**config.mk**
```make
export PLATFORM = sky130hd
export DESIGN_NAME = tgh_wrap
export DESIGN_NICKNAME = d
export VERILOG_FILES = /design/src/hdl/tile_grout_height_sampler_defines.svh /design/src/hdl/tgh_pkg.sv /design/src/hdl/tgh_wrap.sv
export SDC_FILE = /design/constraint.sdc
export NUM_CORES = 2
export LEC_CHECK = 0
export BUFFER_PORTS_ARGS = -buffer_cell sky130_fd_sc_hd__buf_2
export CORE_ASPECT_RATIO = 1.5
export CORE_UTILIZATION = 48
export DETAILED_ROUTE_END_ITERATION = 10
export PLACE_DENSITY_LB_ADDON = 0.12
export SETUP_SLACK_MARGIN = 0.02
export SKIP_LAST_GASP = 1
export SLEW_MARGIN = 15
export SYNTH_ARGS = -nofsm -noshare
export SYNTH_HDL_FRONTEND = slang
export SYNTH_SLANG_ARGS = --single-unit
```
**constraint.sdc**
```tcl
create_clock -name clk -period 8.3 [get_ports clk]
set_input_delay 1.245 -clock clk [delete_from_list [all_inputs] [get_ports clk]]
set_output_delay 1.245 -clock clk [all_outputs]
set_load 0.01 [all_outputs]
```
**src/hdl/tile_grout_height_sampler_defines.svh**
```systemverilog
// Assertion macros shared by the tile grout height sampler RTL.
`ifndef TILE_GROUT_HEIGHT_SAMPLER_DEFINES_SVH
`define TILE_GROUT_HEIGHT_SAMPLER_DEFINES_SVH
`ifndef SYNTHESIS
`define TGH_ASSERT(lbl, prop) \
  lbl: assert property (@(posedge clk) disable iff (!rst_n) prop) \
    else $error("tgh check failed");
`define TGH_ASSERT_NEVER(lbl, cond) \
  lbl: assert property (@(posedge clk) disable iff (!rst_n) !(cond)) \
    else $error("tgh forbidden condition");
`else
`define TGH_ASSERT(lbl, prop)
`define TGH_ASSERT_NEVER(lbl, cond)
`endif
`endif

```
**src/hdl/tgh_pkg.sv**
```systemverilog
// Shared constants and types of the tile grout height sampler.
package tgh_pkg;

  localparam int GRID_SIDE   = 16;
  localparam int IDX_W       = $clog2(GRID_SIDE);
  localparam int ADDR_W      = 2 * IDX_W;
  localparam int GRID_DEPTH  = GRID_SIDE * GRID_SIDE;
  localparam int KIND_BITS   = 4;
  localparam int FRAC_BITS   = 16;
  localparam int COORD_W     = 32;
  localparam int LEN_W       = 24;
  localparam int CELL_W      = LEN_W + 2;
  localparam int PAT_W       = CELL_W + IDX_W;
  localparam int SIDE_W      = IDX_W + 1;
  localparam int HEIGHT_W    = FRAC_BITS + 1;
  localparam int IN_DATA_W   = 80;
  localparam int OUT_DATA_W  = 24;
  localparam int WRAP_LAT    = COORD_W + IDX_W + 2;
  localparam int BEVEL_LAT   = FRAC_BITS + 4;

  localparam logic [HEIGHT_W-1:0] ONE_Q16 = HEIGHT_W'(1) << FRAC_BITS;

  localparam logic OP_SAMPLE = 1'b0;
  localparam logic OP_WRITE  = 1'b1;

  typedef enum logic [1:0] {
    REG_TILE_WIDTH  = 2'd0,
    REG_GROUT_WIDTH = 2'd1,
    REG_GRID_SIZE   = 2'd2
  } cfg_reg_t;

  typedef struct packed {
    logic                 wr;
    logic [ADDR_W-1:0]    waddr;
    logic [KIND_BITS-1:0] wkind;
    logic [ADDR_W-1:0]    raddr_own;
    logic [ADDR_W-1:0]    raddr_nb;
  } grid_req_t;

endpackage

```
**src/hdl/tgh_wrap.sv**
```systemverilog
// Pipelined coordinate wrap: modulo over the pattern, then cell index and offset.
module tgh_wrap (
  input  logic                                clk,
  input  logic                                en,
  input  logic signed [tgh_pkg::COORD_W-1:0]  coord,
  input  logic [tgh_pkg::PAT_W-1:0]           pat,
  input  logic [tgh_pkg::CELL_W-1:0]          cell_len,
  output logic [tgh_pkg::IDX_W-1:0]           idx,
  output logic [tgh_pkg::CELL_W-1:0]          pos
);
  import tgh_pkg::*;

  logic [COORD_W-1:0] c_bits;
  logic [PAT_W-1:0]   rem_r [0:COORD_W];
  logic [COORD_W-1:0] dvd_r [0:COORD_W-1];
  logic               neg_r [0:COORD_W];
  logic [PAT_W-1:0]   pu_r;
  logic [PAT_W-1:0]   qrem_r [0:IDX_W-1];
  logic [IDX_W-1:0]   q_r [0:IDX_W-1];

  assign c_bits = coord;

  // take the magnitude, fix the sign after the remainder chain
  always_ff @(posedge clk) begin
    if (en) begin
      rem_r[0] <= '0;
      dvd_r[0] <= c_bits[COORD_W-1] ? (~c_bits + 1'b1) : c_bits;
      neg_r[0] <= c_bits[COORD_W-1];
    end
  end

  for (genvar i = 0; i < COORD_W; i++) begin : g_mod
    logic [PAT_W:0] trial;
    assign trial = {rem_r[i], dvd_r[i][COORD_W-1]};
    always_ff @(posedge clk) begin
      if (en) begin
        if (trial >= {1'b0, pat}) begin
          rem_r[i+1] <= PAT_W'(trial - {1'b0, pat});
        end else begin
          rem_r[i+1] <= trial[PAT_W-1:0];
        end
        neg_r[i+1] <= neg_r[i];
      end
    end
    if (i < COORD_W - 1) begin : g_shift
      always_ff @(posedge clk) begin
        if (en) begin
          dvd_r[i+1] <= {dvd_r[i][COORD_W-2:0], 1'b0};
        end
      end
    end
  end

  always_ff @(posedge clk) begin
    if (en) begin
      if (neg_r[COORD_W] && (rem_r[COORD_W] != '0)) begin
        pu_r <= pat - rem_r[COORD_W];
      end else begin
        pu_r <= rem_r[COORD_W];
      end
    end
  end

  // cell index is below the grid side: one quotient bit per stage
  for (genvar j = 0; j < IDX_W; j++) begin : g_quo
    logic [PAT_W-1:0] src;
    logic [PAT_W-1:0] step;
    logic [IDX_W-1:0] qprev;
    logic             qbit;
    if (j == 0) begin : g_first
      assign src   = pu_r;
      assign qprev = '0;
    end else begin : g_next
      assign src   = qrem_r[j-1];
      assign qprev = q_r[j-1];
    end
    assign step = PAT_W'(cell_len) << (IDX_W - 1 - j);
    assign qbit = (src >= step);
    always_ff @(posedge clk) begin
      if (en) begin
        qrem_r[j] <= qbit ? (src - step) : src;
        q_r[j]    <= (qprev << 1) | IDX_W'(qbit);
      end
    end
  end

  assign idx = q_r[IDX_W-1];
  assign pos = qrem_r[IDX_W-1][CELL_W-1:0];

endmodule

```
Yosys cells after proc, flatten, opt, wreduce, memory -nomap -nowiden --
Memories as Yosys holds them, arrays and structs flattened. Cells that the tools add are included.
Operators by class: muxes and demuxes 232, reduce and logical (&&, ||, !) cells 2, bitwise logic cells 36, magnitude comparators 36, add/subtract/negate cells 38
Operators with widths (number):
- $mux 30 | 37
- $ge 31x30->1 | 32
- $sub 30x30->30 | 33
- $mux 1 | 194
- $add 32x1->32 const B | 1
- $mux 32 | 1
- $not 32->32 | 1
- $or 1x1->1 | 32
- $ge 30x26->1 | 1
- $ge 30x27->1 | 1
- $ge 30x28->1 | 1
- $ge 30x29->1 | 1
- $reduce_bool 30->1 | 1
- $sub 30x26->30 | 1
- $sub 30x27->30 | 1
- $sub 30x28->30 | 1
- $sub 30x29->30 | 1
- $or 4x1->4 | 3
- $logic_and 1x1->1 | 1
Storage, ports and cells: input port bits 90, register bits 30, logic and storage cells 350, memory bits (writable) 2183, memories 5
Memories:
- dvd_r | depth 32, bits a word 32, read ports 32, clocked after memory_dff 0, wr ports 32, RTL line tgh_wrap.sv:15 | logic [COORD_W-1:0] dvd_r [0:COORD_W-1];
- rem_r | depth 33, bits a word 30, read ports 33, clocked after memory_dff 0, wr ports 33, RTL line tgh_wrap.sv:14 | logic [PAT_W-1:0] rem_r [0:COORD_W];
- qrem_r | depth 4, bits a word 30, read ports 4, clocked after memory_dff 0, wr ports 4, RTL line tgh_wrap.sv:18 | logic [PAT_W-1:0] qrem_r [0:IDX_W-1];
- neg_r | depth 33, bits a word 1, read ports 33, clocked after memory_dff 0, wr ports 33, RTL line tgh_wrap.sv:16 | logic neg_r [0:COORD_W];
- q_r | depth 4, bits a word 4, read ports 4, clocked after memory_dff 0, wr ports 4, RTL line tgh_wrap.sv:19 | logic [IDX_W-1:0] q_r [0:IDX_W-1];

Depth between registers and ports, before layout --
An unclocked memory read counts as a cell.
depth after elaboration 6, depth in mapped cells 16

Worst setup path before layout --
OpenSTA, ideal clock, no wires.
path kind input-to-reg, start point input port pat[1] in the netlist's numbering, end point memory rem_r[23][21] in the netlist's numbering, data pin, library setup time 0.260 ns, path slack 3.383 ns, stages on the path 14, arrival 4.657 ns, path through inv_1 -> ha_1 -> nor2b_1 -> o21ai_1 -> a21boi_1 -> or4_1 -> a211oi_2 -> a31o_2 -> a21oi_2 -> o21a_1 -> o21ai_1 -> buf_4 -> buf_6 -> mux2_2
RTL lines:
- start, declared | RTL line tgh_wrap.sv:6 | input logic [tgh_pkg::PAT_W-1:0] pat,
- end, declared | RTL line tgh_wrap.sv:14

==> results.toml <==
[worst_setup_path]
crit_arrival_ns = 6.53
regToRegEndpoint = "qrem_r[1][10]$_DFFE_PP_"
end_kind = "register"
start_kind = "input pin"
cp_top_family = "compound AO/OA/AOI/OAI gates"
cp_num_buf_inv = 3
cp_slowest_cell = "clkinv_2"
rr_worst_depth = 14
path_max_fanout = 38
cpPeakStageDelay_ns = 0.76
crit_chain = "buf_4 > clkinv_2 > ha_1 > a21o_1 > a211o_1 > a211o_1 > o311ai_1 > o21ai_0 > a21oi_1 > o211a_1 > buf_4 > mux2_2"
path_class = "input pin to register"
reg2reg_from = "qrem_r[0][2]$_DFFE_PP_"
cp.required_ns = 8.93
r2r_slack_ns = 3.68

[yosys]
synth-edff-count = 1677
synth-main-ff-cell = "edfxtp_1"
synth_top_area_cell = "edfxtp_1"
synth_top_family_by_area = "compound AO/OA/AOI/OAI gates"
yosysWarnings = 0
synthMostInstantiatedCell = "edfxtp_1"
yosys-top-cells-count = "1,677 x edfxtp_1, 1,066 x ha_1, 941 x nand2_1, 938 x a21oi_1, 856 x o21ai_0"
yosys.area_share.xor_xnor_pct = 7.02
netlist_area_um2 = 117000
synth_area_leaders = "edfxtp_1 43%, ha_1 11%, mux2_2 4.6%"
ys_types = 99
synth_compound_area_share_pct = 18.2
async_reset_ff_share_pct = 0
synth_top_area_share_pct = 43.1
synthSimpleGateAreaFrac_pct = 11.9
synth_nets = 12463
synth.area.mux_share_pct = 5.17
synth_seq_cells = 1677
syn_inst = 11271
ys_seq_area_share_pct = 43.1
yosys.area_share.adder_pct = 12.0
syn_avg_cell_area_um2 = 10.4

[pwr]
leakage_uw = 0.0505
powerDensity_nw_per_um2 = 411
peakVddDrop_v = 0.000223
power.total_uw = 52200

[global_routing]
antenna_found_initial = 19
grtUsageTotal_pct = 27.2
grt_pass1_vias = 88309
overflow = 0
grt_max_degree = 154
grt_pass1_wl_um = 515000

[timing]
fin_crit_sh_pct = 71.1
setup_tns_ns = 0
setup_viol_count_final = 0
hold_viol_final = 0
fmax_mhz = 170
clock_skew_ns = 0.0570
holdWs_ns = 0.382
slew_viol_final = 0
rsz0062_at_grt = "false"
period_minus_slack_ns = 5.90
slew_headroom_pct = 22.5
tightest_slew_ns = 1.16

[worst_hold_path]
hp-class = "register to register"
hold_depth = 0
whs_endpoint = "dvd_r[0][345]$_DFFE_PP_"
holdCritStartpoint = "dvd_r[0][312]$_DFFE_PP_"

[route]
drc = 0
wl_um = 341000
via_per_inst = 6.04
avgRoutedWirePerCell_um = 23.1
vias = 88970
drt_iter0_drc = 6245
drtAntennaViolNets = 0
drt_first_pass_iters = 6

[clocking]
clk_latency_ns = 0.87
htree_levels = 4
root_buffer = "clkbuf_16"
cts_buffers = 183
cts_resized = 0
holdBufCountCts = 0
cts.sinks = 1677
postCtsSetupRepairBufs = 0
cts.path.max_buffers = 4
cts_tree = "yes"
cts.clk_slew.worst_paths_ns = 0.07

[place]
place_area_um2 = 121000
port_buffers = 119
gp_congestion = 0.979
post-dp-hpwl_um = 254000

[die]
initial_core_util_pct = 48.3
die_w_um = 405
die_area_um2 = 245000
die_h_um = 606
rows = 221
core_um2 = 242000
ios = 120

[outcome]
status = "completed"

[final_layout]
finish.net_count = 12559
final_util_pct = 52.6
fin_area_um2 = 127000
area_growth_pct = 8.77
drive_above_1_share_pct = 9.81

[run]
drv_cap = 0
layer usage:
metal  track usage [%]  wire length (µm)  share of wire (%)
met1              30.1            129000                 38
met2              49.1            172000                 51
met3              3.13             14000                4.1
met4              17.7             25200                7.4
met5                 0                20             0.0059
area by class of cell:
| cell class | count | area [µm²] |
|---|---|---|
| multi-input combinational | 8847 | 63800 |
| clock buffer | 216 | 4750 |
| fill | 21361 | 115000 |
| tap | 3233 | 4050 |
| timing repair buffer | 251 | 1750 |
| sequential | 1677 | 50400 |
| inverter | 407 | 1530 |
| antenna | 8 | 20.0 |
| clock inverter | 95 | 846 |
cell families (layout without fill, tap and decap cells):
group,after synthesis,after routing
buffers and inverters,747,969
AO/OA/AOI/OAI,3368,3368
XOR/XNOR,937,937
adder cells (fa/ha/maj),1102,1102
AND/OR/NAND/NOR,2896,2896
multiplexers,544,544
other,0,8
flip-flops,1677,1677
cell usage in the layout (no fill, tap or decap), types with 59 or more instances in the layout:
master,Yosys,layout
nor2b_1,180,180
nand3_1,211,211
o21a_1,153,153
or3_1,69,69
o21ai_0,856,854
buf_4,13,122
nor4_1,59,59
nor2_1,650,649
nor3_1,164,164
and3_1,120,120
ha_1,1066,1066
xnor2_1,575,575
mux2i_1,65,65
o31ai_1,82,80
buf_2,56,117
nand2b_1,127,127
inv_1,406,376
a211oi_1,64,63
o211ai_1,63,63
mux2_2,476,476
a31oi_1,109,105
xor2_1,362,362
o21bai_1,102,102
a21o_1,553,553
a21oi_1,938,936
edfxtp_1,1677,1677
nand4_1,165,165
nand2_1,941,941
clkbuf_16,0,185
through the flow:
step | std cells | setup WS [ns]
detailed placement | 14414 | 1.54
global placement | 14414 | 1.62
floorplan | 11271 | 3.38
CTS | 14725 | 2.44
finish | 14734 | 2.40
global route | 14730 | 2.13
sequential cells by signal (all words and copies together), names as in the netlist:
name / cells
rem_r: 960
dvd_r: 528
qrem_r: 116
neg_r: 33
g_quo.src: 30
q_r: 10
how the worst max path moves through the flow:
stage / start / to / slack [ns] / cells past startpoint
after floorplan: pat[1] / rem_r[23][21]$_DFFE_PP_ / 3.38 / 14
after global placement: pat[1] / rem_r[19][2]$_DFFE_PP_ / 1.62 / 14
after detailed placement: pat[1] / rem_r[14][25]$_DFFE_PP_ / 1.54 / 12
after CTS: pat[1] / rem_r[14][25]$_DFFE_PP_ / 2.44 / 12
after global routing: pat[1] / rem_r[20][10]$_DFFE_PP_ / 2.13 / 12
final: pat[1] / rem_r[20][10]$_DFFE_PP_ / 2.40 / 12
power breakdown:
part / leakage (µW) / internal, µW / switching (µW) / total, µW
combinational: 0.0313 / 12400 / 15500 / 27900
clock: 0.00271 / 4500 / 3480 / 7980
sequential: 0.0164 / 14000 / 2320 / 16300
(Power assumes the default switching activity.)
