File: config.mk
export PLATFORM = sky130hd
export DESIGN_NAME = tgh_bevel
export DESIGN_NICKNAME = d
export VERILOG_FILES = /design/src/hdl/tile_grout_height_sampler_defines.svh /design/src/hdl/tgh_pkg.sv /design/src/hdl/tgh_bevel.sv
export SDC_FILE = /design/constraint.sdc
export NUM_CORES = 2
export LEC_CHECK = 0
export ABC_AREA = 1
export BUFFER_PORTS_ARGS = -buffer_cell sky130_fd_sc_hd__buf_2
export CAP_MARGIN = 25
export CORE_MARGIN = 3
export CORE_UTILIZATION = 60
export CTS_CLUSTER_SIZE = 28
export DETAILED_ROUTE_END_ITERATION = 8
export PLACE_DENSITY_LB_ADDON = 0.1
export SLEW_MARGIN = 20
export SYNTH_ARGS = -nofsm -noshare
export SYNTH_HDL_FRONTEND = slang
export SYNTH_SLANG_ARGS = --single-unit
File: constraint.sdc
create_clock -name clk -period 6.35 [get_ports clk]
set_input_delay 0.635 -clock clk [delete_from_list [all_inputs] [get_ports clk]]
set_output_delay 0.635 -clock clk [all_outputs]
set_load 0.01 [all_outputs]
File: src/hdl/tile_grout_height_sampler_defines.svh
// Assertion macros shared by the tile grout height sampler RTL.
`ifndef TILE_GROUT_HEIGHT_SAMPLER_DEFINES_SVH
`define TILE_GROUT_HEIGHT_SAMPLER_DEFINES_SVH
`ifndef SYNTHESIS
`define TGH_ASSERT(lbl, prop) \
  lbl: assert property (@(posedge clk) disable iff (!rst_n) prop) \
    else $error("tgh check failed");
`define TGH_ASSERT_NEVER(lbl, cond) \
  lbl: assert property (@(posedge clk) disable iff (!rst_n) !(cond)) \
    else $error("tgh forbidden condition");
`else
`define TGH_ASSERT(lbl, prop)
`define TGH_ASSERT_NEVER(lbl, cond)
`endif
`endif

File: src/hdl/tgh_pkg.sv
// Shared constants and types of the tile grout height sampler.
package tgh_pkg;

  localparam int GRID_SIDE   = 16;
  localparam int IDX_W       = $clog2(GRID_SIDE);
  localparam int ADDR_W      = 2 * IDX_W;
  localparam int GRID_DEPTH  = GRID_SIDE * GRID_SIDE;
  localparam int KIND_BITS   = 4;
  localparam int FRAC_BITS   = 16;
  localparam int COORD_W     = 32;
  localparam int LEN_W       = 24;
  localparam int CELL_W      = LEN_W + 2;
  localparam int PAT_W       = CELL_W + IDX_W;
  localparam int SIDE_W      = IDX_W + 1;
  localparam int HEIGHT_W    = FRAC_BITS + 1;
  localparam int IN_DATA_W   = 80;
  localparam int OUT_DATA_W  = 24;
  localparam int WRAP_LAT    = COORD_W + IDX_W + 2;
  localparam int BEVEL_LAT   = FRAC_BITS + 4;

  localparam logic [HEIGHT_W-1:0] ONE_Q16 = HEIGHT_W'(1) << FRAC_BITS;

  localparam logic OP_SAMPLE = 1'b0;
  localparam logic OP_WRITE  = 1'b1;

  typedef enum logic [1:0] {
    REG_TILE_WIDTH  = 2'd0,
    REG_GROUT_WIDTH = 2'd1,
    REG_GRID_SIZE   = 2'd2
  } cfg_reg_t;

  typedef struct packed {
    logic                 wr;
    logic [ADDR_W-1:0]    waddr;
    logic [KIND_BITS-1:0] wkind;
    logic [ADDR_W-1:0]    raddr_own;
    logic [ADDR_W-1:0]    raddr_nb;
  } grid_req_t;

endpackage

File: src/hdl/tgh_bevel.sv
// Pipelined per-axis bevel: grout ramp division and smoothstep.
module tgh_bevel (
  input  logic                          clk,
  input  logic                          en,
  input  logic [tgh_pkg::CELL_W-1:0]    pos,
  input  logic [tgh_pkg::LEN_W-1:0]     tw,
  input  logic [tgh_pkg::LEN_W-1:0]     gw,
  output logic [tgh_pkg::HEIGHT_W-1:0]  bevel
);
  import tgh_pkg::*;

  logic [CELL_W-1:0]    hi_edge;
  logic                 lo_c;
  logic                 hi_c;
  logic [LEN_W-1:0]     rem_r [0:FRAC_BITS-1];
  logic [FRAC_BITS-1:0] q_r   [1:FRAC_BITS];
  logic                 lo_r  [0:FRAC_BITS];
  logic                 hi_r  [0:FRAC_BITS];
  logic [2*FRAC_BITS-1:0] sq;
  logic [FRAC_BITS-1:0] s_r;
  logic [FRAC_BITS-1:0] t_s_r;
  logic                 lo_s_r;
  logic                 hi_s_r;
  logic [FRAC_BITS+1:0] w;
  logic [2*FRAC_BITS+1:0] prod;
  logic [HEIGHT_W-1:0]  r_r;
  logic                 lo_rr;
  logic                 hi_rr;
  logic [HEIGHT_W-1:0]  bevel_r;

  // at most one ramp applies: rising near the low side, falling near the high side
  assign hi_edge = CELL_W'(tw) + CELL_W'(gw);
  assign lo_c    = (pos < CELL_W'(gw));
  assign hi_c    = (pos > hi_edge);

  always_ff @(posedge clk) begin
    if (en) begin
      rem_r[0] <= lo_c ? pos[LEN_W-1:0] : LEN_W'(pos - hi_edge);
      lo_r[0]  <= lo_c;
      hi_r[0]  <= hi_c;
    end
  end

  for (genvar i = 0; i < FRAC_BITS; i++) begin : g_div
    logic [LEN_W:0]       trial;
    logic                 qbit;
    logic [FRAC_BITS-1:0] qprev;
    if (i == 0) begin : g_first
      assign qprev = '0;
    end else begin : g_next
      assign qprev = q_r[i];
    end
    assign trial = {rem_r[i], 1'b0};
    assign qbit  = (trial >= {1'b0, gw});
    always_ff @(posedge clk) begin
      if (en) begin
        q_r[i+1]  <= {qprev[FRAC_BITS-2:0], qbit};
        lo_r[i+1] <= lo_r[i];
        hi_r[i+1] <= hi_r[i];
      end
    end
    if (i < FRAC_BITS - 1) begin : g_rem
      always_ff @(posedge clk) begin
        if (en) begin
          rem_r[i+1] <= qbit ? LEN_W'(trial - {1'b0, gw}) : trial[LEN_W-1:0];
        end
      end
    end
  end

  assign sq = q_r[FRAC_BITS] * q_r[FRAC_BITS];

  always_ff @(posedge clk) begin
    if (en) begin
      s_r    <= sq[2*FRAC_BITS-1:FRAC_BITS];
      t_s_r  <= q_r[FRAC_BITS];
      lo_s_r <= lo_r[FRAC_BITS];
      hi_s_r <= hi_r[FRAC_BITS];
    end
  end

  assign w    = (FRAC_BITS+2)'(3) * (FRAC_BITS+2)'(ONE_Q16) - (FRAC_BITS+2)'({t_s_r, 1'b0});
  assign prod = s_r * w;

  always_ff @(posedge clk) begin
    if (en) begin
      r_r   <= prod[FRAC_BITS+HEIGHT_W-1:FRAC_BITS];
      lo_rr <= lo_s_r;
      hi_rr <= hi_s_r;
    end
  end

  always_ff @(posedge clk) begin
    if (en) begin
      priority if (lo_rr) begin
        bevel_r <= r_r;
      end else if (hi_rr) begin
        bevel_r <= ONE_Q16 - r_r;
      end else begin
        bevel_r <= ONE_Q16;
      end
    end
  end

  assign bevel = bevel_r;

endmodule

Yosys cells after proc, flatten, opt, wreduce, memory -nomap -nowiden
Memory sizes are Yosys's and may differ from the RTL's. A register that Yosys moved wholly into a read port is not among the register bits.
Cells that the tools add are included.
Widths: inputs -> output; s select.
{ "classes": {"addsub": 19, "n_mul": 2, "n_lt_le_gt_ge": 18, "mux": 20} }
{ "op_table": {"columns": ["cell", "count"], "rows": [
  ["$ge 25x24->1", 16],
  ["$mux 24", 16],
  ["$sub 24x24->24", 16],
  ["$mux 17", 2],
  ["$mul 16x18->33", 1],
  ["$mul 16x16->32", 1],
  ["$gt 26x25->1", 1],
  ["$lt 26x24->1", 1],
  ["$add 24x24->25", 1],
  ["$sub 18x17->18 const A", 1],
  ["$sub 17x17->17 const A", 1],
  ["$mux 1", 2]
]} }
{ "totals": {"regBits": 68, "ram_bits": 674, "in_bits": 76, "out_inout_bits": 17, "wordCells": 69, "mem_count": 4} }
{ "memory_table": {"columns": ["name", "depth", "word_bits", "rd", "rd_ports_with_merged_regs", "write_ports", "line_no", "source"], "rows": [
  ["rem_r", 16, 24, 16, 0, 16, "tgh_bevel.sv:15", "logic [LEN_W-1:0] rem_r [0:FRAC_BITS-1];"],
  ["q_r", 16, 16, 16, 0, 16, "tgh_bevel.sv:16", "logic [FRAC_BITS-1:0] q_r [1:FRAC_BITS];"],
  ["hi_r", 17, 1, 17, 1, 17, "tgh_bevel.sv:18", "logic hi_r [0:FRAC_BITS];"],
  ["lo_r", 17, 1, 17, 1, 17, "tgh_bevel.sv:17", "logic lo_r [0:FRAC_BITS];"]
]} }

Longest topological paths before layout
{ "depth": {"ltp_word": 3, "ltp_mapped": 35, "mapped_depth_nobuf": 33} }

Worst setup path after synthesis
No wires, ideal clock.
{ "synth_timing": {"path_type": "flip-flop to flip-flop", "startpoint": "reg t_s_r[0] (read register of q_r)", "endpoint": "reg r_r[13] (data pin)", "setup_ps": 252, "arrival_time_ps": 6141, "t_required_ps": 6098, "path_slack_ps": -44, "stages_incl_launch_ff": 33, "n_path_buf": 2, "period_less_slack_ps": 6394, "path_cell_list": "edfxtp_1 buf_6 clkbuf_1 inv_1 ha_1 nand3_1 inv_1 nand2_1 nor2_1 inv_1 nor2_1 nand2_1 nand2_2 nor2_1 fa_1 inv_1 fa_1 inv_1 fa_1 fa_1 fa_1 inv_1 fa_1 inv_1 ha_1 nand2_1 nor2_1 inv_1 nor2_1 nand2_1 o21bai_1 nand3_1 nand2_1"} }
{ "synth_via": {"elab_chain_len": 2} }
{ "synth_lines": {"columns": ["element", "line_no", "source"], "rows": [
  ["start, declared", "tgh_bevel.sv:21", "logic [FRAC_BITS-1:0] t_s_r;"],
  ["$sub 18x17->18", "tgh_bevel.sv:82", "assign w = (FRAC_BITS+2)'(3) * (FRAC_BITS+2)'(ONE_Q16) - (FRAC_BITS+2)'({t_s_r, 1'b0});"],
  ["$mul 16x18->33", "tgh_bevel.sv:83", "assign prod = s_r * w;"],
  ["via prod[29]", "tgh_bevel.sv:25", "logic [2*FRAC_BITS+1:0] prod;"],
  ["end signal, assigned", "tgh_bevel.sv:87", "r_r <= prod[FRAC_BITS+HEIGHT_W-1:FRAC_BITS];"],
  ["end, declared", "tgh_bevel.sv:26", "logic [HEIGHT_W-1:0] r_r;"]
]} }
The timed path passes the listed nets, and every way through them passes these cells.
A chain may end at the register's enable or synchronous reset.

Worst setup path in the final report
{ "layout_timing": {"startpoint": "reg t_s_r[1] (read register of q_r)", "endpoint": "reg r_r[13] (data pin)"} }
The elaborated chain is that of the path after synthesis.

==> impl_metrics.py <==
metrics = {
    "worst_setup_path": {
        "cp.required_ps": 6790,
        "cp.arrival_ps": 6810,
        "critPathCaptureType": "register",
        "worstSetupPathType": "reg2reg",
        "startpoint_type": "register",
        "crit_fanout": 4,
    },
    "sta": {
        "period_needed_ps": 6370,
        "hold_viol": 0,
        "finClkSkew_ps": 43.4,
        "drv_slew": 0,
        "max_freq_mhz": 157,
        "setup_viol": 6,
        "timing.hold.ws_ps": 248,
        "min_period_over_period": 1.00,
        "slew_headroom": 0.259,
        "rsz0062_at_grt": "true",
        "setup_ws_ps": -16.1,
        "worst_slew_pin_slew_ps": 1110,
    },
    "logic_synthesis": {
        "ys_ff_latch": 624,
        "syn_avg_cell_area_um2": 6.77,
        "synthCells": 11000,
        "synth_cell_types": 53,
        "yosys_warnings": 0,
        "syn-num-nets": 12100,
        "synthTopCellsByArea": "edfxtp_1, nand2_1, inv_1",
        "synth_area_leader_cell": "edfxtp_1",
        "async_flop_share": 0,
        "yosysMostFrequentCell": "nand2_1",
        "synthTopCellsByCount": "nand2_1, inv_1, nor2_1, ha_1, edfxtp_1",
        "ys_seq_area_frac": 0.251,
        "ys.flop_type": "edfxtp_1",
        "synth_area_um2": 74600,
        "synth_edf_count": 624,
        "yosys.area.top_type_share": 0.251,
    },
    "run_status": {
        "status": "complete, but fails checks",
        "violations": "negative setup slack",
    },
    "finish": {
        "multiInputGateArea_um2": 46600,
        "regArea_um2": 18700,
        "areaGrowthSynthToFinish_pct": 8.58,
        "n_fill_cell": 11100,
        "drive_above_1_share": 0.0615,
        "instances_no_fill": 12900,
        "finalNetCount": 12400,
    },
    "global_routing": {
        "grt_overflow": 0,
        "grt_pass1_wl_um": 371000,
        "antenna_found_initial": 6,
        "grt_pass1_vias": 68500,
        "grt_max_degree": 150,
        "grt_usage": 0.371,
    },
    "clocking": {
        "clockBufferDepth": 3,
        "numCtsBuffers": 77,
        "cts-root-buf": "clkbuf_16",
        "cts_tree": "built",
        "hold_buffers": 0,
        "clk_pin_slew_ps": 60,
        "htree_levels": 3,
        "clkLatencyLatePin_ps": 720,
        "cts_sinks": 624,
    },
    "placement": {
        "io_buffers": 92,
        "dp_cells": 12800,
        "place_congestion": 1.01,
        "dpl.hpwl_um": 185000,
        "dp_slack_ps": -210,
    },
    "die": {
        "dieArea_um2": 129000,
        "io_pins": 93,
        "die_h_um": 359,
        "dieWidth_um": 359,
        "num_rows": 128,
        "initial_core_util": 0.609,
        "core-area_um2": 123000,
    },
    "routing": {
        "ant_nets": 0,
        "route.detailed.drc": 0,
        "drt_iter0_drc": 7120,
        "vias_per_cell": 5.55,
        "dr.pass1.iters": 8,
        "vias": 71700,
        "post_drt_wl_per_cell_um": 18.5,
        "wirelength_um": 239000,
    },
    "run": {
        "maxCapViolCount": 0,
    },
    "worst_hold_path": {
        "hp-class": "in2reg",
    },
}
final timing paths:
check                   from      endpoint  slack, ps  cells after the start
setup / recovery    t_s_r[1]       r_r[13]        -20                     25
hold / removal       pos[21]  rem_r[0][21]        250                      3
setup reg to reg    t_s_r[1]       r_r[13]        -20                     25
hold reg to reg   q_r[2][36]    q_r[2][53]        410                      0
timing repair:
item | in CTS | in global routing
resized for setup | 47 | 95
setup buffers | 3 | 15
cloned | 0 | 0
setup endpoints to repair | 16 | 25
pin swaps | 19 | 28
routing by layer:
| metal | part of all wire | global-route usage | vias up |
|---|---|---|---|
| li1 | - | - | 34700 |
| met1 | 0.40 | 0.473 | 32900 |
| met2 | 0.45 | 0.592 | 3263 |
| met3 | 0.094 | 0.0748 | 764 |
| met4 | 0.061 | 0.204 | 8 |
| met5 | 0.00024 | 0 | - |
stage by stage:
stage / TNS (ps) / utilization / area, um2
6_report: -48.6 / 0.661 / 81000
5_1_grt: -3550 / 0.661 / 81000
4_1_cts: -3.51 / 0.656 / 80400
3_5_place_dp: -2080 / 0.634 / 77700
3_3_place_gp: -1290 / 0.634 / 77700
2_1_floorplan: 0 / - / 74600
cell type report:
class	count	area share
diodes	7	0.000216
clock buffers	87	0.0248
repair buffers	328	0.0293
well taps	1625	0.0251
multi-input cells	7878	0.575
inverters	2324	0.108
clock inverters	52	0.00623
flip-flops and latches	624	0.231
registers in the layout, summed over array words and instances, names as in the netlist:
name / count
s_r: 16
lo_r: 17
t_s_r: 16
q_r: 136
lo_rr: 1
bevel: 17
rem_r: 384
r_r: 17
hi_s_r: 1
hi_r: 17
hi_rr: 1
lo_s_r: 1
placed cells by master (no fill, tap or decap), types with 91 or more instances in the layout:
cell / n
nand4_1: 504
nor2_1: 705
buf_2: 91
ha_1: 639
edfxtp_1: 624
xor2_1: 161
nand3_1: 521
fa_1: 383
inv_1: 2275
a21oi_1: 275
buf_4: 220
nand2_1: 4208
cell families after synthesis:
group | share of synthesized area
AND/OR/NAND/NOR | 0.347
buffers and inverters | 0.131
adder cells (fa/ha/maj) | 0.214
flip-flops | 0.251
AO/OA/AOI/OAI | 0.0324
XOR/XNOR | 0.0240
multiplexers | 0.000151
critical path: stages (launching register included):
cell	delay [ps]
edfxtp_1	410
buf_6	140
nor3_4	260
buf_4	180
nand4_1	170
buf_4	200
o21ai_4	190
nand3_2	120
fa_1	500
fa_1	510
inv_1	70
fa_1	530
fa_1	450
fa_1	560
inv_1	80
fa_1	540
inv_1	70
ha_4	290
nand2_1	140
nor2_2	140
inv_1	80
nor2_2	100
nand2_1	60
o21bai_1	160
nand3_1	80
nand2_1	60
Power is not shown: default switching activity piles up to over one toggle a cycle in this logic, so the estimate is an artifact.
